### src/rtl/sct_pkg.sv
// ----------------------------------------------------------------------------
// sct_pkg
// Shared constants, operand tables and the flag bundle of the segment
// crossing pipeline.
// ----------------------------------------------------------------------------
package sct_pkg;

    // Default coordinate width
    localparam int unsigned COORD_BITS_DEF = 16;

    // Coordinate slots: A, B, C, D, x then y
    localparam int unsigned NUM_COORDS = 8;
    localparam int unsigned C_AX = 0;
    localparam int unsigned C_AY = 1;
    localparam int unsigned C_BX = 2;
    localparam int unsigned C_BY = 3;
    localparam int unsigned C_CX = 4;
    localparam int unsigned C_CY = 5;
    localparam int unsigned C_DX = 6;
    localparam int unsigned C_DY = 7;

    // Difference vectors: diff[i] = coord[DIFF_MIN[i]] - coord[DIFF_SUB[i]]
    // order: AB, CB, DB, CD, AD, BD, AC, BC, CA, DA (x then y each)
    localparam int unsigned NUM_DIFFS = 20;
    localparam int unsigned DIFF_MIN [NUM_DIFFS] = '{
        C_BX, C_BY, C_CX, C_CY, C_DX, C_DY, C_DX, C_DY, C_AX, C_AY,
        C_BX, C_BY, C_AX, C_AY, C_BX, C_BY, C_CX, C_CY, C_DX, C_DY
    };
    localparam int unsigned DIFF_SUB [NUM_DIFFS] = '{
        C_AX, C_AY, C_BX, C_BY, C_BX, C_BY, C_CX, C_CY, C_DX, C_DY,
        C_DX, C_DY, C_CX, C_CY, C_CX, C_CY, C_AX, C_AY, C_AX, C_AY
    };

    // Products: prod[i] = diff[MUL_L[i]] * diff[MUL_R[i]]
    // terms 0..3 are cross products (even minus odd), 4..7 dot products
    localparam int unsigned NUM_PRODS = 16;
    localparam int unsigned MUL_L [NUM_PRODS] = '{
        0, 1, 0, 1, 6, 7, 6, 7, 12, 13, 8, 9, 16, 17, 2, 3
    };
    localparam int unsigned MUL_R [NUM_PRODS] = '{
        3, 2, 5, 4, 9, 8, 11, 10, 14, 15, 10, 11, 18, 19, 4, 5
    };

    // Terms
    localparam int unsigned NUM_TERMS  = 8;
    localparam int unsigned NUM_CROSS  = 4;
    localparam int unsigned K_P  = 0;   // C against AB
    localparam int unsigned K_Q  = 1;   // D against AB
    localparam int unsigned K_R  = 2;   // A against CD
    localparam int unsigned K_S  = 3;   // B against CD
    localparam int unsigned K_DC = 4;   // (A-C).(B-C)
    localparam int unsigned K_DD = 5;   // (A-D).(B-D)
    localparam int unsigned K_DA = 6;   // (C-A).(D-A)
    localparam int unsigned K_DB = 7;   // (C-B).(D-B)

    // Sign flags of all terms plus the mode bit
    typedef struct packed {
        logic                 strict;
        logic [NUM_TERMS-1:0] neg;
        logic [NUM_TERMS-1:0] zero;
    } sct_flags_t;

endpackage

### src/rtl/sct_sign.sv
// ----------------------------------------------------------------------------
// sct_sign
// Stage 3: combines product pairs into cross and dot terms and registers
// their sign and zero flags.
// ----------------------------------------------------------------------------
module sct_sign #(
    parameter int unsigned COORD_BITS = sct_pkg::COORD_BITS_DEF
) (
    input  logic                  aclk,
    input  logic                  aresetn,
    input  logic                  in_valid,
    output logic                  in_ready,
    input  logic signed [2*COORD_BITS+1:0] prod_i [sct_pkg::NUM_PRODS],
    input  logic                  strict_i,
    output logic                  out_valid,
    input  logic                  out_ready,
    output sct_pkg::sct_flags_t   flags_o
);
    import sct_pkg::*;

    localparam int unsigned SW = 2 * COORD_BITS + 3;

    logic                 valid_reg;
    sct_flags_t           flags_reg;
    sct_flags_t           flags_next;
    logic signed [SW-1:0] term [NUM_TERMS];

    assign in_ready = !valid_reg || out_ready;

    // Cross terms subtract, dot terms add; then sign and zero tests
    always_comb begin
        flags_next.strict = strict_i;
        for (int k = 0; k < NUM_TERMS; k++) begin
            if (k < NUM_CROSS) begin
                term[k] = SW'(prod_i[2*k]) - SW'(prod_i[2*k+1]);
            end else begin
                term[k] = SW'(prod_i[2*k]) + SW'(prod_i[2*k+1]);
            end
            flags_next.neg[k]  = term[k][SW-1];
            flags_next.zero[k] = (term[k] == '0);
        end
    end

    // Valid bit
    always_ff @(posedge aclk) begin
        if (!aresetn) begin
            valid_reg <= 1'b0;
        end else if (in_ready) begin
            valid_reg <= in_valid;
        end
    end

    // Payload
    always_ff @(posedge aclk) begin
        if (in_valid && in_ready) begin
            flags_reg <= flags_next;
        end
    end

    assign out_valid = valid_reg;
    assign flags_o   = flags_reg;

endmodule

### config.mk
export PLATFORM = sky130hd
export DESIGN_NAME = sct_sign
export DESIGN_NICKNAME = d
export VERILOG_FILES = /design/src/rtl/sct_pkg.sv /design/src/rtl/sct_sign.sv
export SDC_FILE = /design/constraint.sdc
export NUM_CORES = 1
export LEC_CHECK = 0
export CORE_AREA = 8 8 213 215
export DETAILED_ROUTE_END_ITERATION = 10
export DIE_AREA = 0 0 221 223
export DONT_BUFFER_PORTS = 1
export MAX_ROUTING_LAYER = met4
export PLACE_DENSITY = 0.6
export SYNTH_ARGS = -nofsm -noshare
export SYNTH_HDL_FRONTEND = slang
export SYNTH_SLANG_ARGS = --single-unit
### constraint.sdc
create_clock -name aclk -period 3.15 [get_ports aclk]
set_clock_uncertainty 0.05 [all_clocks]
set_input_delay 0 -clock aclk [delete_from_list [all_inputs] [get_ports aclk]]
set_output_delay 0 -clock aclk [all_outputs]
set_load 0.03 [all_outputs]
== Word level (Yosys, flattened, before mapping) ==
Index checks and enable logic that the tools add are counted.

* Register bits: 18
* Output and inout port bits: 19
* Logic and storage cells: 23

* Add/sub/neg operators: 8
* Reduce and logical (&&, ||, !) cells: 11

{| class="wikitable"
|+ Operator list
! kind !! number
|-
| 35-bit zero test || 8
|-
| 34-bit by 34-bit adder with 35-bit output || 4
|-
| 34-bit by 34-bit subtractor with 35-bit output || 4
|-
| 1-bit logical AND || 1
|-
| 1-bit zero test || 1
|-
| 1-bit logical OR || 1
|}

== Logic depth before layout (Yosys ltp) ==
* Depth in word-level cells: 3
* Gate-level depth with buffers: 15
* Gate-level depth less buffers: 15

== Worst setup path before layout ==
OpenSTA, ideal clock, no wires.

* Kind: input-to-reg
* Start point: in prod_i[442] (netlist name)
* End point: reg flags_reg (netlist bit flags_o[1]) (data pin)
* Setup time: 0.266 ns
* Data arrival time: 2.892 ns
* Slack: -0.058 ns
* Cell stages on the path: 15
* Buffers on the path: 0
* Cell sequence: inv_1 ha_1 inv_1 fa_1 a211oi_1 o21a_1 o211a_1 o31ai_2 a211oi_2 o21ai_1 a311o_1 or3_1 a31o_1 nand2_1 nor4_1

{| class="wikitable"
|+ RTL lines
! item !! line !! text
|-
| start: declaration || sct_sign.sv:13 || <nowiki>input logic signed [2*COORD_BITS+1:0] prod_i [sct_pkg::NUM_PRODS],</nowiki>
|-
| end signal: assignment || sct_sign.sv:56 || <nowiki>flags_reg <= flags_next;</nowiki>
|-
| end: declaration || sct_sign.sv:24 || <nowiki>sct_flags_t flags_reg;</nowiki>
|}

==> impl_metrics.ini <==
[grt]
use_met2 = 0.451
grt_pass1_wl_um = 105000
grt.total_usage = 0.259
grt_use_met3 = 0.0318
first_global_vias = 19885
grtUsageMet1 = 0.317
grt_overflow = 0
grt_max_degree = 18
grt-busiest-layer = met2
antenna_found_initial = 5

[timing]
timing.final.crit_share = 0.962
fmax_ghz = 0.330
setup_tns_ps = 0
fin_ws_ps = 120
fin_crit_ps = 3030
tightest_slew_ps = 726
drv_slew = 0
setup_viol = 0
slew_headroom = 0.516
hold_viol = 0

[finish]
utilization = 0.470
nets = 3563
syn2layout_area_growth_pct = 15.1
fillers = 4399
fin_area_mm2 = 0.0199
drive_above_1_share = 0.130

[route]
drt_iter0_drc = 1655
ant_nets = 0
wl_per_cell_um = 20.5
via_count = 20464
vias_per_cell = 6.23
drc_errors = 0
finalWirelength_um = 67300
drt_pass1_iterations = 5

[placement]
dpl.hpwl_um = 59200
dpl_cell_area_mm2 = 0.0196
numPortBuffers = 0
place_ws_ps = -306
place_congestion = 0.994

[floorplanning]
die_area_mm2 = 0.0493
ios = 568
die_height_um = 223
initial_core_util = 0.408
fp.coreArea_mm2 = 0.0423
die_w_um = 221
row_count = 76

[run_status]
run_status = finished clean

[logic_synthesis]
yosysMostFrequentCell = ha_1
ys_top_cells_by_count = 272 x ha_1, 251 x a21oi_1, 224 x inv_1, 220 x nand2_1, 182 x nor2_1
synth_cell_types = 98
synth_top_area_frac = 0.197
synth_warnings = 0
syn-num-nets = 3379
yosys_register_bits = 18
synth_area_per_cell_um2 = 6.78
yosys.area.top_type = ha_1
synthTopCellsByArea = ha_1 20%, a21oi_1 7.3%, inv_1 4.9%
postSynth.asyncResetShare = 0
syn_area_mm2 = 0.0173
yosysSeqAreaShare = 0.0307
postSynthCellCount = 2550
synth_edf_count = 17
synthFlopType = edfxtp_1

[critical_path]
crit_type = input pin to register
critPathLaunchType = input pin
cp_max_fo = 3
r2r_slack_ps = 1260
endpoint_kind = register
crit_arrival_ps = 3080
required_ps = 3200

[power_and_ir_drop]
pwr_density_cell_mw_per_mm2 = 245
p_leak_uw = 0.00919
ir_drop_v = 0.000186

[clocking]
clock_sinks = 18
clk-insertion-delay-late_ps = 280
clk_pin_slew_ps = 80
clockBufferDepth = 2
root_buffer = clkbuf_16
cts_max_level = 1
cts_buffers = 3
cts_tree = built

[flow_run]
drv_cap = 0

[worst_hold_path]
min_path_type = input pin to register
-- cells in the final DEF, fill, tap and decap left out, drive strengths merged, types with 9 or more instances in the layout --
| cell type | netlist | routed |
|---|---|---|
| nand3b | 16 | 16 |
| and2 | 21 | 21 |
| a2111oi | 23 | 23 |
| buf | 18 | 263 |
| nand2b | 49 | 49 |
| o211ai | 25 | 25 |
| nor2 | 182 | 182 |
| mux2i | 17 | 17 |
| o311a | 9 | 9 |
| nor3 | 49 | 49 |
| o31ai | 22 | 22 |
| o21bai | 35 | 35 |
| mux2 | 9 | 9 |
| a211o | 13 | 13 |
| ha | 272 | 272 |
| nor4 | 34 | 34 |
| o22ai | 22 | 22 |
| o2111ai | 21 | 21 |
| a31oi | 37 | 37 |
| nand3 | 83 | 83 |
| edfxtp | 17 | 17 |
| inv | 224 | 224 |
| xnor2 | 75 | 75 |
| nor2b | 32 | 32 |
| a21o | 98 | 98 |
| or3 | 18 | 18 |
| and3 | 35 | 35 |
| a211oi | 38 | 38 |
| a221oi | 11 | 11 |
| or2 | 15 | 15 |
| a31o | 14 | 14 |
| o221ai | 9 | 9 |
| o21ai | 177 | 177 |
| a21oi | 253 | 253 |
| a21boi | 10 | 10 |
| nand4 | 46 | 46 |
| xor2 | 58 | 58 |
| o21a | 38 | 38 |
| nand2 | 220 | 220 |
-- layout make-up --
cell class / instances / area (um2) / share of cell area
flip-flops and latches: 18 / 531 / 0.0267
well taps: 546 / 683 / 0.0343
diodes: 5 / 12.5 / 0.000629
clock buffers: 4 / 88.8 / 0.00447
multi-input cells: 2221 / 15700 / 0.791
repair buffers: 266 / 2000 / 0.101
inverters: 224 / 841 / 0.0423
-- layer usage --
layer,part of all wire,routed length [um]
met5,0,0
met4,0.019,1300
met3,0.061,4080
met2,0.49,33000
met1,0.43,28900
-- critical path, stage by stage --
cell and delay [ps]:
ha_1 150, inv_1 60, fa_1 390, nor2b_1 200, o31a_1 180, o211ai_1 130
a21oi_1 180, nor2b_2 80, o31ai_1 320, a221o_1 280, a41oi_1 140, a211o_1 280
a2111o_1 390, nor4_2 300
-- path summary, 6_finish.rpt --
kind / from / to / depth (start not counted)
worst min-delay path: prod_i[203] / flags_o[13] / 2
worst max register to register: out_valid / flags_o[14] / 2
worst min register to register: out_valid / out_valid / 3
worst max-delay path: prod_i[136] / flags_o[5] / 14
-- state kept, by name (all words and copies together), names as in the netlist --
name       flops
out_valid      1
flags_o       17
-- power breakdown --
group	internal, uW	switching (uW)	leakage (uW)
sequential	284	49.2	0.000177
clock	196	158	0.0000442
combinational	1840	2340	0.00897
-- repair_timing --
item,4_1_cts,5_1_grt
resized for setup,1,38
hold endpoints to repair,2,0
gates cloned,0,0
pin swaps,0,9
setup endpoints to repair,1,9
hold buffers,3,0
setup buffers,0,1
-- per-stage QoR --
stage / hold slack [ps] / instances / total power, uW
after global routing: 90.7 / 3284 / 5280
after CTS: 56.3 / 3278 / 4770
final: 66.6 / 3284 / 4870
after detailed placement: 49.0 / 3271 / 4360
after floorplan: 48.9 / 2550 / 3130
after global placement: 48.9 / 3271 / 4330
-- cell families after synthesis --
family	after synthesis	synth area share
xor+xnor	133	0.0674
flops	18	0.0307
compound gates	940	0.365
simple gates	842	0.246
fa+ha+maj	280	0.206
mux	26	0.0157
buf+inv	311	0.0694
Note: power is estimated with default switching activity, not from simulation.
