### src/rtl/sct_pkg.sv
// ----------------------------------------------------------------------------
// sct_pkg
// Shared constants, operand tables and the flag bundle of the segment
// crossing pipeline.
// ----------------------------------------------------------------------------
package sct_pkg;

    // Default coordinate width
    localparam int unsigned COORD_BITS_DEF = 16;

    // Coordinate slots: A, B, C, D, x then y
    localparam int unsigned NUM_COORDS = 8;
    localparam int unsigned C_AX = 0;
    localparam int unsigned C_AY = 1;
    localparam int unsigned C_BX = 2;
    localparam int unsigned C_BY = 3;
    localparam int unsigned C_CX = 4;
    localparam int unsigned C_CY = 5;
    localparam int unsigned C_DX = 6;
    localparam int unsigned C_DY = 7;

    // Difference vectors: diff[i] = coord[DIFF_MIN[i]] - coord[DIFF_SUB[i]]
    // order: AB, CB, DB, CD, AD, BD, AC, BC, CA, DA (x then y each)
    localparam int unsigned NUM_DIFFS = 20;
    localparam int unsigned DIFF_MIN [NUM_DIFFS] = '{
        C_BX, C_BY, C_CX, C_CY, C_DX, C_DY, C_DX, C_DY, C_AX, C_AY,
        C_BX, C_BY, C_AX, C_AY, C_BX, C_BY, C_CX, C_CY, C_DX, C_DY
    };
    localparam int unsigned DIFF_SUB [NUM_DIFFS] = '{
        C_AX, C_AY, C_BX, C_BY, C_BX, C_BY, C_CX, C_CY, C_DX, C_DY,
        C_DX, C_DY, C_CX, C_CY, C_CX, C_CY, C_AX, C_AY, C_AX, C_AY
    };

    // Products: prod[i] = diff[MUL_L[i]] * diff[MUL_R[i]]
    // terms 0..3 are cross products (even minus odd), 4..7 dot products
    localparam int unsigned NUM_PRODS = 16;
    localparam int unsigned MUL_L [NUM_PRODS] = '{
        0, 1, 0, 1, 6, 7, 6, 7, 12, 13, 8, 9, 16, 17, 2, 3
    };
    localparam int unsigned MUL_R [NUM_PRODS] = '{
        3, 2, 5, 4, 9, 8, 11, 10, 14, 15, 10, 11, 18, 19, 4, 5
    };

    // Terms
    localparam int unsigned NUM_TERMS  = 8;
    localparam int unsigned NUM_CROSS  = 4;
    localparam int unsigned K_P  = 0;   // C against AB
    localparam int unsigned K_Q  = 1;   // D against AB
    localparam int unsigned K_R  = 2;   // A against CD
    localparam int unsigned K_S  = 3;   // B against CD
    localparam int unsigned K_DC = 4;   // (A-C).(B-C)
    localparam int unsigned K_DD = 5;   // (A-D).(B-D)
    localparam int unsigned K_DA = 6;   // (C-A).(D-A)
    localparam int unsigned K_DB = 7;   // (C-B).(D-B)

    // Sign flags of all terms plus the mode bit
    typedef struct packed {
        logic                 strict;
        logic [NUM_TERMS-1:0] neg;
        logic [NUM_TERMS-1:0] zero;
    } sct_flags_t;

endpackage

### src/rtl/sct_diff.sv
// ----------------------------------------------------------------------------
// sct_diff
// Stage 1: sign-extends the coordinates and registers all difference vectors.
// ----------------------------------------------------------------------------
module sct_diff #(
    parameter int unsigned COORD_BITS = sct_pkg::COORD_BITS_DEF
) (
    input  logic                    aclk,
    input  logic                    aresetn,
    input  logic                    in_valid,
    output logic                    in_ready,
    input  logic signed [COORD_BITS-1:0] coord_i [sct_pkg::NUM_COORDS],
    input  logic                    strict_i,
    output logic                    out_valid,
    input  logic                    out_ready,
    output logic signed [COORD_BITS:0]   diff_o [sct_pkg::NUM_DIFFS],
    output logic                    strict_o
);
    import sct_pkg::*;

    logic                      valid_reg;
    logic                      strict_reg;
    logic signed [COORD_BITS:0] diff_reg  [NUM_DIFFS];
    logic signed [COORD_BITS:0] diff_next [NUM_DIFFS];

    // Stage moves when empty or when downstream takes the beat
    assign in_ready = !valid_reg || out_ready;

    // Differences, one bit wider than the coordinates
    always_comb begin
        for (int i = 0; i < NUM_DIFFS; i++) begin
            diff_next[i] = {coord_i[DIFF_MIN[i]][COORD_BITS-1], coord_i[DIFF_MIN[i]]}
                         - {coord_i[DIFF_SUB[i]][COORD_BITS-1], coord_i[DIFF_SUB[i]]};
        end
    end

    // Valid bit
    always_ff @(posedge aclk) begin
        if (!aresetn) begin
            valid_reg <= 1'b0;
        end else if (in_ready) begin
            valid_reg <= in_valid;
        end
    end

    // Payload
    always_ff @(posedge aclk) begin
        if (in_valid && in_ready) begin
            diff_reg   <= diff_next;
            strict_reg <= strict_i;
        end
    end

    assign out_valid = valid_reg;
    assign diff_o    = diff_reg;
    assign strict_o  = strict_reg;

endmodule

### config.mk
export PLATFORM = sky130hd
export DESIGN_NAME = sct_diff
export DESIGN_NICKNAME = d
export VERILOG_FILES = /design/src/rtl/sct_pkg.sv /design/src/rtl/sct_diff.sv
export SDC_FILE = /design/constraint.sdc
export NUM_CORES = 1
export LEC_CHECK = 0
export BUFFER_PORTS_ARGS = -buffer_cell sky130_fd_sc_hd__buf_4
export CORE_MARGIN = 2
export CORE_UTILIZATION = 50
export DETAILED_ROUTE_END_ITERATION = 10
export PLACE_DENSITY = 0.73
export SLEW_MARGIN = 20
export SYNTH_ARGS = -nofsm -noshare
export SYNTH_HDL_FRONTEND = slang
export SYNTH_SLANG_ARGS = --single-unit
### constraint.sdc
create_clock -name aclk -period 12.1 [get_ports aclk]
set_input_delay 1.815 -clock aclk [delete_from_list [all_inputs] [get_ports aclk]]
set_output_delay 1.815 -clock aclk [all_outputs]
set_load 0.01 [all_outputs]
# Word-level counts from Yosys, hierarchy flattened
# Index checks and enable logic that the tools add are counted.
dict set report word_totals {
  register_bits 342
  inputBits 133
  output_inout_bits 343
  wordCells 45
}
dict set report op_classes {
  addsub 20
  reduce_logical 3
}
# cell count
set op_table {}
lappend op_table {{16-bit by 16-bit subtractor with 17-bit output} 20}
lappend op_table {{1-bit logical AND} 1}
lappend op_table {{1-bit zero test} 1}
lappend op_table {{1-bit logical OR} 1}

# Logic depth before layout (Yosys ltp)
# Gate-level depths: netlist (run 1).
dict set report logic_depth {
  depth_word 3
  depth_mapped 10
  mapped_depth_nobuf 9
}

# Least setup slack after synthesis (run 1)
# Ideal clock, no wire load.
dict set report synth_timing {
  path_kind {input -> register}
  start {input out_ready}
  end {register diff_reg (netlist bit diff_o[100]), enable pin}
  setup_time_ps 739
  t_arrival_ps 9582
  path_slack_ps 1779
  path_stages 2
  path_buffers 0
  path_cell_list {nand2b_1 and2_1}
}
dict set report synth_via {
  elab_chain_len 2
}
# item line_no
set synth_rtl {}
lappend synth_rtl {{start: declaration} sct_diff.sv:15} ;# input logic out_ready,
lappend synth_rtl {{1-bit logical OR} sct_diff.sv:27} ;# assign in_ready = !valid_reg || out_ready;
lappend synth_rtl {{1-bit logical AND} sct_diff.sv:48} ;# if (in_valid && in_ready) begin
lappend synth_rtl {{end signal: assignment} sct_diff.sv:49} ;# diff_reg <= diff_next;
lappend synth_rtl {{end: declaration} sct_diff.sv:23} ;# logic signed [COORD_BITS:0] diff_reg [NUM_DIFFS];
# No other way between the ends.
# A chain may end at the register's enable or synchronous reset.

# Final worst setup path (run 1)
dict set report layout_timing {
  start {input out_ready}
  end {register diff_reg (netlist bit diff_o[156]), enable pin}
}
# The elaborated chain is that of the path after synthesis.

==> results by group, run 1 <==
Status
  – Status: finished clean

Place
  – Placer congestion estimate: 1.00
  – PortBufs: 475
  – DP HPWL: 75.7 mm
  – DP Area: 29,900 um2

Worst hold path
  – Hold path depth: 2
  – Worst-case hold path end point: out_valid$_SDFFE_PN0N_
  – Hold path start: out_valid$_SDFFE_PN0N_
  – Hold WC Path Type: reg2reg

Clock tree
  – Cts bufs inserted: 38
  – Clock Latency Late Sink: between 0.5 and 0.6 ns
  – CTS HTree Levels: 2
  – Clk slew on worst S/H paths: 0.06 ns
  – TritonCTS clock tree: yes
  – Post-CTS resize count: 0
  – Clock sinks: 334
  – CTS root buf: clkbuf_16
  – Hold-fix buffers, CTS: 0
  – Max clock buf depth: 3
  – Setup bufs post-CTS: 0

Setup path
  – Setup crit end kind: flip-flop
  – R2r setup slk: just under 9 ns
  – Worst endpoint required time: around 12 ns
  – Crit Path Class: in2reg
  – Max incr delay on CP: just over 0.9 ns
  – Worst Setup SP: out_ready
  – WP data arrival: approximately 4.6 ns
  – Most used cell, CP: buf_4
  – Worst r2r src: out_valid$_SDFFE_PN0N_
  – CP startpoint kind: primary input
  – Worst-path fanout max: 80
  – CP Cell Sequence: buf_4, nand2b_1, and2_4, buf_4, buf_4
  – Critical path's slowest cell: buf_4
  – FF-to-FF End: diff_o[156]$_DFFE_PP_
  – Reg2Reg Depth: 4

Floorplan
  – Die H: ~230 um
  – I/O pin count: 476
  – Initial core utilization: 50.6%
  – DIE AREA: about 54,000 um2
  – Die Wd: approximately 230 um
  – Core area: slightly above 50,000 um2
  – Num rows: 83

Route
  – # DRC: 0
  – Number of vias per cell: between 5 and 6
  – Metal3 WL: 7.82 mm
  – WL met2: just over 40 mm
  – 1st-pass router iterations: 7
  – Uppermost layer routed: met4
  – Iter 0 DRT Violations: 2,353
  – Via count: 22,400
  – WL/cell: 24.6 um
  – ANT nets after route: 0
  – M1 wire length: 39.8 mm
  – Drt total wl: 92.5 mm

GRT
  – Congestion Overflow GR: 0
  – Maximum number of pins on one net before global-route repair: 81
  – Initial antenna violation count: 2
  – Vias in the first global route: 21,500
  – First-pass GRT wire length: between 100 and 150 mm
  – Gr usage total: 33.3%

STA
  – Max_slew headroom: 27.4%
  – Min Tclk post-route: 4.38 ns
  – Final period utilization: 36.2%
  – Final setup vio count: 0
  – Setup TNS: 0 ns
  – Worst Skew: 0.0169 ns
  – Hold Fails Final Rpt: 0
  – Final Max Slew Viols: 0
  – Min Hold Slack: 0.566 ns
  – RSZ-0062 raised after global routing: false
  – Slew @ Worst Pin: 1.08 ns
  – Fmax: 228 MHz

Layout
  – Layout filler cell count: roughly 4,300
  – Commonest non-fill, non-tap cell in the layout: buf_4
  – Non-Filler Cell Area, Final: about 31,000 um2
  – Nets: 3,514
  – Register area: 10,000 um2
  – Most frequent cells in the layout: 479 x buf_4, 333 x edfxtp_1, 320 x ha_1, 275 x a21oi_1, 207 x inv_1
  – Area of the multi-input gates: 14,600 um2
  – Area growth syn-to-layout: 20.4%
  – Util after Layout: 60.9%
  – Share of cells above drive strength 1: 18.3%

Power and ir drop
  – PwrDens: 133 nW/um2
  – Total Power: 4170 uW
  – Max IR drop VDD: 0.000108 V
  – Leak: 0.0140 uW

Logic synthesis
  – Library cells used by synthesis: between 70 and 80
  – Sequential share of the synthesized area: 38.6%
  – Yosys warning total: 0
  – Number of synthesized register bits: 334
  – Post-synthesis instance area: 26,000 um2
  – Top post-synthesis cells by area: edfxtp_1 39%, ha_1 15%, a21oi_1 5.3%
  – Asr flop ratio synth: 0%
  – Synth top area share: 38.5%
  – Top FF cell, synth: edfxtp_1
  – Largest area contributor in the netlist: edfxtp_1
  – Syn_area_per_cell: 9.83 um2
  – Post-synth EDFFs: 333
  – Synth Instances: 2,641
  – Mapped Nets: 3,114

Run
  – Max-cap violation count: 0
-- how the worst max path moves through the flow --
stage | endpoint | slack, ns | depth (start not counted)
6_report | diff_o[156]$_DFFE_PP_ | 7.72 | 5
5_1_grt | diff_o[99]$_DFFE_PP_ | 7.51 | 5
4_1_cts | diff_o[91]$_DFFE_PP_ | 7.72 | 5
3_5_place_dp | diff_o[291]$_DFFE_PP_ | 7.11 | 5
3_3_place_gp | diff_o[156]$_DFFE_PP_ | 7.20 | 5
2_1_floorplan | diff_o[100]$_DFFE_PP_ | 1.78 | 2
-- final cells by class --
type | instances | area share [%]
Multi-Input combinational cell | 1979 | 46.9
Sequential cell | 334 | 32.1
Timing Repair Buffer | 479 | 11.5
Clock buffer | 43 | 3.10
Tap cell | 680 | 2.72
Inverter | 209 | 2.51
Clock inverter | 26 | 1.17
Antenna cell | 3 | 0.0240
-- cell usage after synthesis (all sizes together) (6+ instances only) --
| cell type | instances |
|---|---|
| clkbuf | 90 |
| a31oi | 22 |
| nor2 | 189 |
| fa | 20 |
| and3 | 27 |
| nand3 | 39 |
| nand4 | 16 |
| ha | 320 |
| nor3 | 33 |
| xor2 | 88 |
| and2 | 19 |
| nand2b | 40 |
| a21oi | 275 |
| o211ai | 7 |
| a211o | 15 |
| xnor2 | 143 |
| a21boi | 30 |
| inv | 209 |
| o21bai | 33 |
| o21ai | 160 |
| edfxtp | 333 |
| nand2 | 105 |
| a221o | 7 |
| buf | 29 |
| a211oi | 18 |
| a311oi | 7 |
| a21o | 110 |
| o311ai | 6 |
| o221ai | 6 |
| o31ai | 11 |
| nor2b | 48 |
| o22ai | 9 |
| or2 | 13 |
| o31a | 19 |
| a221oi | 18 |
| mux2i | 11 |
| o21a | 40 |
-- where the power goes --
part	total [uW]	switching [uW]	internal, uW
Clock	1250	516	739
Combinational	1350	799	554
Sequential	1560	69.7	1490
-- cells by family after synthesis --
family / Yosys count / share of synthesized area, %
simple gates: 558 / 10.4
flops: 334 / 38.6
xor+xnor: 231 / 7.79
buf+inv: 328 / 4.98
compound gates: 836 / 20.7
mux: 14 / 0.554
fa+ha+maj: 340 / 17.0
-- state kept, by name, indices dropped and copies added (netlist names) --
name and flops:
diff_o 332, out_valid 1, strict_o 1
-- critical path, delay by kind of cell --
kind / cells / cell delay (ns)
buf+inv: 3 / 1.91
simple gates: 2 / 0.74
-- layer usage --
layer	global-route usage (%)	vias to the layer above
li1	-	10300
met1	46.7	10800
met2	51.5	1137
met3	5.34	200
met4	13.3	0
met5	0	-
-- metrics by stage --
stage / setup WS (ns) / cells
floorplan: 1.78 / 2641
global placement: 7.20 / 3681
detailed placement: 7.11 / 3681
CTS: 7.72 / 3750
global route: 7.51 / 3751
finish: 7.72 / 3753
Power figures use the tool's default switching activity.
==> inputs of run 2 (changes only) <==
--- a/config.mk
+++ b/config.mk
@@ -9,7 +9,7 @@
 export CORE_MARGIN = 2
 export CORE_UTILIZATION = 50
 export DETAILED_ROUTE_END_ITERATION = 10
-export PLACE_DENSITY = 0.73
+export PLACE_DENSITY = 0.76
 export SLEW_MARGIN = 20
 export SYNTH_ARGS = -nofsm -noshare
 export SYNTH_HDL_FRONTEND = slang
==> constraint.sdc (replaced) <==
create_clock -name aclk -period 3.6 [get_ports aclk]
set_input_delay 0.54 -clock aclk [delete_from_list [all_inputs] [get_ports aclk]]
set_output_delay 0.54 -clock aclk [all_outputs]
set_load 0.01 [all_outputs]
==> run 2 against run 1 <==
  * Worst setup slack lost 6.9 ns
  * Global-route usage rose by 2.2 points
  * Combinational power grew to 3.5 times the previous value
  * Register-to-register slack worse by 7.1 ns
  * Clock power increased to 3.2 times the previous value
  * Utilization rose by 0.28 points
  * Non-clock buffer count rose by 25
  * Die area stayed put
  * Wire length grew 6.0%
  * Largest cell class unchanged
==> results by group, run 2 (synthesis gave the netlist of run 1 again) <==
Clock tree
  – Cts bufs inserted: 38 (unchanged)
  – Post-CTS resize count: 0 (unchanged)
  – Clock Latency Late Sink: 0.59 ns (about the same)
  – TritonCTS clock tree: yes
  – Clock sinks: 334 (unchanged)
  – CTS root buf: clkbuf_16
  – CTS HTree Levels: 2 (unchanged)
  – Clk slew on worst S/H paths: 0.06 ns (about the same)
  – Max clock buf depth: 3 (unchanged)
  – Setup bufs post-CTS: 0 (unchanged)
  – Hold-fix buffers, CTS: 0 (unchanged)

STA
  – Final WS setup: 0.870 ns (-6.85 ns)
  – Final setup vio count: 0 (unchanged)
  – Final period utilization: roughly three quarters
  – Setup TNS: 0 ns (unchanged)
  – Fmax: 366 MHz
  – Max_slew headroom: 37.0% (+9.6 points)
  – Hold Fails Final Rpt: 0 (unchanged)
  – Final Max Slew Viols: 0 (unchanged)
  – RSZ-0062 raised after global routing: false
  – Min Tclk post-route: 2.73 ns
  – Slew @ Worst Pin: 0.944 ns (-0.137 ns)
  – Worst Skew: 0.0236 ns (+0.00663 ns)

Floorplan
  – Die H: 232 um (unchanged)
  – DIE AREA: 53,800 um2 (unchanged)
  – Die Wd: 232 um (unchanged)
  – Num rows: 83 (unchanged)
  – Core area: 51,300 um2 (unchanged)
  – I/O pin count: 476 (unchanged)
  – Initial core utilization: 50.6% (unchanged)

Layout
  – Register area: 10,000 um2 (unchanged)
  – Most frequent cells in the layout: 501 x buf_4, 333 x edfxtp_1, 320 x ha_1, 275 x a21oi_1, 207 x inv_1
  – Max reg flops: 332 (unchanged)
  – Share of cells above drive strength 1: 18.8% (+0.56 points)
  – Layout filler cell count: 4,369 (+0.81%)
  – Fin cells: 3,777 (+0.64%)
  – Util after Layout: 61.2% (+0.28 points)
  – Commonest non-fill, non-tap cell in the layout: buf_4
  – Nets: 3,539 (+0.71%)
  – Area of the multi-input gates: 14,600 um2 (unchanged)
  – Area growth syn-to-layout: 20.9%

Route
  – Drt total wl: 98.0 mm (+6.0%)
  – WL/cell: 26.0 um (+5.3%)
  – 1st-pass router iterations: 7 (unchanged)
  – Via count: 23,000 (+2.5%)
  – ANT nets after route: 0 (unchanged)
  – # DRC: 0 (unchanged)
  – Number of vias per cell: 6.09 (+1.9%)
  – Iter 0 DRT Violations: 2,458 (+4.5%)

Power and ir drop
  – Max IR drop VDD: 0.000370 V (+240%)
  – Leak: 0.0141 uW (+0.77%)
  – PwrDens: 444 nW/um2 (+230%)

Run
  – Max-cap violation count: 0 (unchanged)

Setup path
  – Worst endpoint required time: 3.91 ns (-8.39 ns)
  – WP data arrival: 3.04 ns (-1.54 ns)
  – Worst-path fanout max: 3 (-96%)
  – CP startpoint kind: primary input
  – Setup crit end kind: flip-flop
  – Crit Path Class: in2reg

GRT
  – Congestion Overflow GR: 0 (unchanged)
  – Gr usage total: 35.5% (+2.2 points)
  – Initial antenna violation count: 2 (unchanged)
  – Vias in the first global route: 22,100 (+2.8%)
  – First-pass GRT wire length: 142 mm (+6.1%)
  – Maximum number of pins on one net before global-route repair: 55 (-32%)

Worst hold path
  – Hold WC Path Type: in2reg

Place
  – DP HPWL: 80.4 mm (+6.3%)
  – Placer congestion estimate: 1.01 (+0.63%)
  – PortBufs: 475 (unchanged)
  – Placement Setup Slack: 0.336 ns (-6.77 ns)
  – Inst Count DP: 3,706 (+0.68%)

Status
  – Status: finished clean
[run 2: cell types whose count changed in the layout (fill, tap and decap cells not counted), sizes merged]
cell	previous run	this run
clkinvlp	5	2
clkbuf	43	46
clkinv	10	12
bufinv	7	5
buf	479	504
diode	3	2
[run 2: critical path, stage by stage]
cell	delay, ns
buf_4	0.10
inv_1	0.07
ha_1	0.23
fa_1	0.43
nand2b_1	0.18
a21oi_1	0.40
a21oi_1	0.25
a32oi_1	0.50
mux2i_1	0.24
o311ai_1	0.11
[run 2: power breakdown]
group	switching, uW	leakage [uW]	internal, uW
logic	2810	0.0103	1910
clock network	1680	0.000610	2320
registers	223	0.00323	5000
total	4710	0.0141	9230
[run 2: cell type report]
cell class	count	area share, %
Multi-Input combinational cell	1979	46.7
Sequential cell	334	31.9
Timing Repair Buffer	504	12.2
Clock buffer	46	3.13
Tap cell	680	2.71
Inverter	209	2.50
Clock inverter	23	0.877
Antenna cell	2	0.0159
[run 2: final timing paths]
path	from	endpoint	slack [ns]	cells past startpoint
worst max-delay path	coord_i[64]	diff_o[82]$_DFFE_PP_	0.87	10
worst min-delay path	strict_i	strict_o$_DFFE_PP_	0.14	1
worst max register to register	out_valid$_SDFFE_PN0N_	diff_o[212]$_DFFE_PP_	1.63	3
worst min register to register	out_valid$_SDFFE_PN0N_	out_valid$_SDFFE_PN0N_	0.57	2
[run 2: layer usage]
layer  GRT usage [%]  vias to the layer above  share of wire, %
li1                -                    10400                 -
met1            48.5                    11100                42
met2            56.0                     1300                45
met3            7.27                      206               9.2
met4            12.4                        0               3.8
met5               0                        -                 0
[run 2: stage by stage]
step	hold WS [ns]	power, uW	cell area (um2)
floorplan	0.618	7850	26000
global route	0.126	14500	31400
finish	0.135	13900	31400
CTS	0.110	13900	31400
detailed placement	0.561	9900	30100
global placement	0.519	9870	30100
==> inputs of run 3 (changes only) <==
==> constraint.sdc (replaced) <==
create_clock -name aclk -period 2.5 [get_ports aclk]
set_input_delay 0.375 -clock aclk [delete_from_list [all_inputs] [get_ports aclk]]
set_output_delay 0.375 -clock aclk [all_outputs]
set_load 0.01 [all_outputs]
==> run 3 against run 2 <==
  * Clock power up 39%
  * Hold slack got worse by 0.065 ns
  * Clock skew down 0.011 ns
  * Critical path depth rose by 2
  * Die area did not move
  * Flip-flop and latch count unchanged
  * Total power increased by 49%
==> results by group, run 3 (synthesis gave the netlist of run 1 again) <==
Route
  – Number of vias per cell: 5.88 (-3.4%)
  – Via count: 24,900 (+8.1%)
  – ANT nets after route: 0 (unchanged)
  – 1st-pass router iterations: 6 (-1)
  – WL/cell: 24.2 um (-6.7%)
  – Drt total wl: 102 mm (+4.5%)
  – Iter 0 DRT Violations: 2,704 (+10%)
  – # DRC: 0 (unchanged)

Layout
  – Fin cells: 4,228 (+12%)
  – Util after Layout: 68.0% (+6.8 points)
  – Nets: 3,995 (+13%)
  – Most frequent cells in the layout: 948 x buf_4, 333 x edfxtp_1, 320 x ha_1, 275 x a21oi_1, 207 x inv_1
  – Area growth syn-to-layout: 34.4%
  – Max reg flops: 332 (unchanged)
  – Non-Filler Cell Area, Final: 34,900 um2 (+11%)
  – Layout filler cell count: 4,004 (-8.4%)
  – Share of cells above drive strength 1: 29.2% (+10 points)
  – Commonest non-fill, non-tap cell in the layout: buf_4

Worst hold path
  – Hold path depth: 2 (+1)
  – Hold WC Path Type: in2reg
  – Worst-case hold path end point: out_valid$_SDFFE_PN0N_
  – Hold path start: aresetn

Power and ir drop
  – PwrDens: 598 nW/um2 (+35%)
  – Leak: 0.0163 uW (+16%)
  – Max IR drop VDD: 0.000477 V (+29%)

Floorplan
  – Die H: 232 um (unchanged)
  – Num rows: 83 (unchanged)
  – Initial core utilization: 50.6% (unchanged)
  – I/O pin count: 476 (unchanged)
  – DIE AREA: 53,800 um2 (unchanged)
  – Core area: 51,300 um2 (unchanged)
  – Die Wd: 232 um (unchanged)

Setup path
  – Worst r2r src: out_valid$_SDFFE_PN0N_
  – R2r setup slk: 0.87 ns (-0.76 ns)
  – FF-to-FF End: diff_o[306]$_DFFE_PP_
  – Max incr delay on CP: 0.45 ns (-0.05 ns)
  – Setup crit end kind: flip-flop
  – Critical path's slowest cell: fa_1
  – CP Cell Sequence: buf_4, inv_1, ha_1, fa_1, nand2b_1, a21oi_1, buf_4, a2111oi_0, o31ai_1, buf_4, mux2i_1, o221ai_1
  – Worst endpoint required time: 2.80 ns (-1.11 ns)
  – WP data arrival: 2.59 ns (-0.45 ns)
  – Most used cell, CP: buf_4
  – CP startpoint kind: primary input
  – Crit Path Class: in2reg
  – Reg2Reg Depth: 4 (+1)
  – Worst-path fanout max: 3 (unchanged)

STA
  – Min Tclk post-route: 2.29 ns
  – Fmax: 437 MHz
  – Worst Skew: 0.0127 ns (-0.0108 ns)
  – Final Max Slew Viols: 0 (unchanged)
  – RSZ-0062 raised after global routing: false
  – Hold Fails Final Rpt: 0 (unchanged)
  – Slew @ Worst Pin: 0.587 ns (-0.357 ns)
  – Final period utilization: between 90 and 100%
  – Min Hold Slack: 0.0705 ns (-0.0649 ns)
  – Final setup vio count: 0 (unchanged)
  – Setup TNS: 0 ns (unchanged)
  – Max_slew headroom: 60.8% (+24 points)

Place
  – PortBufs: 475 (unchanged)
  – DP Area: 33,700 um2 (+12%)
  – Placer congestion estimate: 1.05 (+4.0%)
  – Inst Count DP: 4,162 (+12%)
  – DP HPWL: 85.3 mm (+6.0%)

Clock tree
  – CTS root buf: clkbuf_16
  – Cts bufs inserted: 37 (-2.6%)
  – Max clock buf depth: 3 (unchanged)
  – Clk slew on worst S/H paths: 0.06 ns (about the same)
  – CTS HTree Levels: 2 (unchanged)
  – TritonCTS clock tree: yes
  – Clock sinks: 334 (unchanged)
  – Clock Latency Late Sink: 0.58 ns (about the same)

GRT
  – Congestion Overflow GR: 0 (unchanged)
  – Vias in the first global route: 24,400 (+11%)
  – Gr usage total: 37.2% (+1.7 points)
  – First-pass GRT wire length: 150 mm (+5.4%)
  – Maximum number of pins on one net before global-route repair: 72 (+31%)
  – Initial antenna violation count: 2 (unchanged)

Run
  – Max-cap violation count: 0 (unchanged)

Status
  – Status: finished clean
-- run 3: cell count changes in the layout (fill, tap and decap cells not counted), sizes merged --
| cell | change |
|---|---|
| dlygate4sd3 | +1 |
| bufinv | -1 |
| clkinvlp | +1 |
| buf | +456 |
| diode | -1 |
| clkbuf | -5 |
-- run 3: final cells by class --
class / count / area [um2] / area share, %
Clock inverter: 23 / 256 / 0.735
Timing Repair Buffer: 961 / 7370 / 21.1
Clock buffer: 41 / 941 / 2.70
Inverter: 209 / 785 / 2.25
Multi-Input combinational cell: 1979 / 14700 / 42.0
Sequential cell: 334 / 10000 / 28.7
Antenna cell: 1 / 2.50 / 0.00717
Tap cell: 680 / 851 / 2.44
-- run 3: what timing repair did --
item / in CTS / in global routing
hold endpoints to repair: 1 / 0
hold buffers: 1 / 0
setup buffers: 0 / 0
gates resized for setup: 0 / 0
-- run 3: report_power, final --
part	switching [uW]	internal, uW	total [uW]
registers	323	7200	7530
clock network	2400	3160	5560
logic	4250	3520	7760
-- run 3: worst max-delay path by stage --
stage | start | endpoint | slack, ns
floorplan | out_ready | diff_o[100]$_DFFE_PP_ | -0.77
global placement | coord_i[0] | diff_o[216]$_DFFE_PP_ | -0.25
detailed placement | coord_i[0] | diff_o[216]$_DFFE_PP_ | -0.24
CTS | coord_i[0] | diff_o[216]$_DFFE_PP_ | 0.35
global route | coord_i[96] | diff_o[184]$_DFFE_PP_ | 0.15
finish | coord_i[64] | diff_o[320]$_DFFE_PP_ | 0.21
-- run 3: per-layer routing --
| metal | track usage, % | part of all wire [%] |
|---|---|---|
| met1 | 50.7 | 42 |
| met5 | 0 | 0.016 |
| met4 | 13.5 | 4.0 |
| met3 | 8.41 | 9.8 |
| met2 | 58.0 | 44 |
-- run 3: metrics by stage --
stage / worst slack [ns] / total power, uW
finish: 0.210 / 20800
global route: 0.147 / 21700
CTS: 0.349 / 20800
detailed placement: -0.236 / 15200
global placement: -0.251 / 15100
floorplan: -0.775 / 11300
-- run 3: worst max-delay path, delay by kind of cell --
| family | cells | cell delay [ns] |
|---|---|---|
| simple gates | 1 | 0.18 |
| fa+ha+maj | 2 | 0.69 |
| mux | 1 | 0.22 |
| compound gates | 4 | 0.61 |
| buf+inv | 4 | 0.51 |
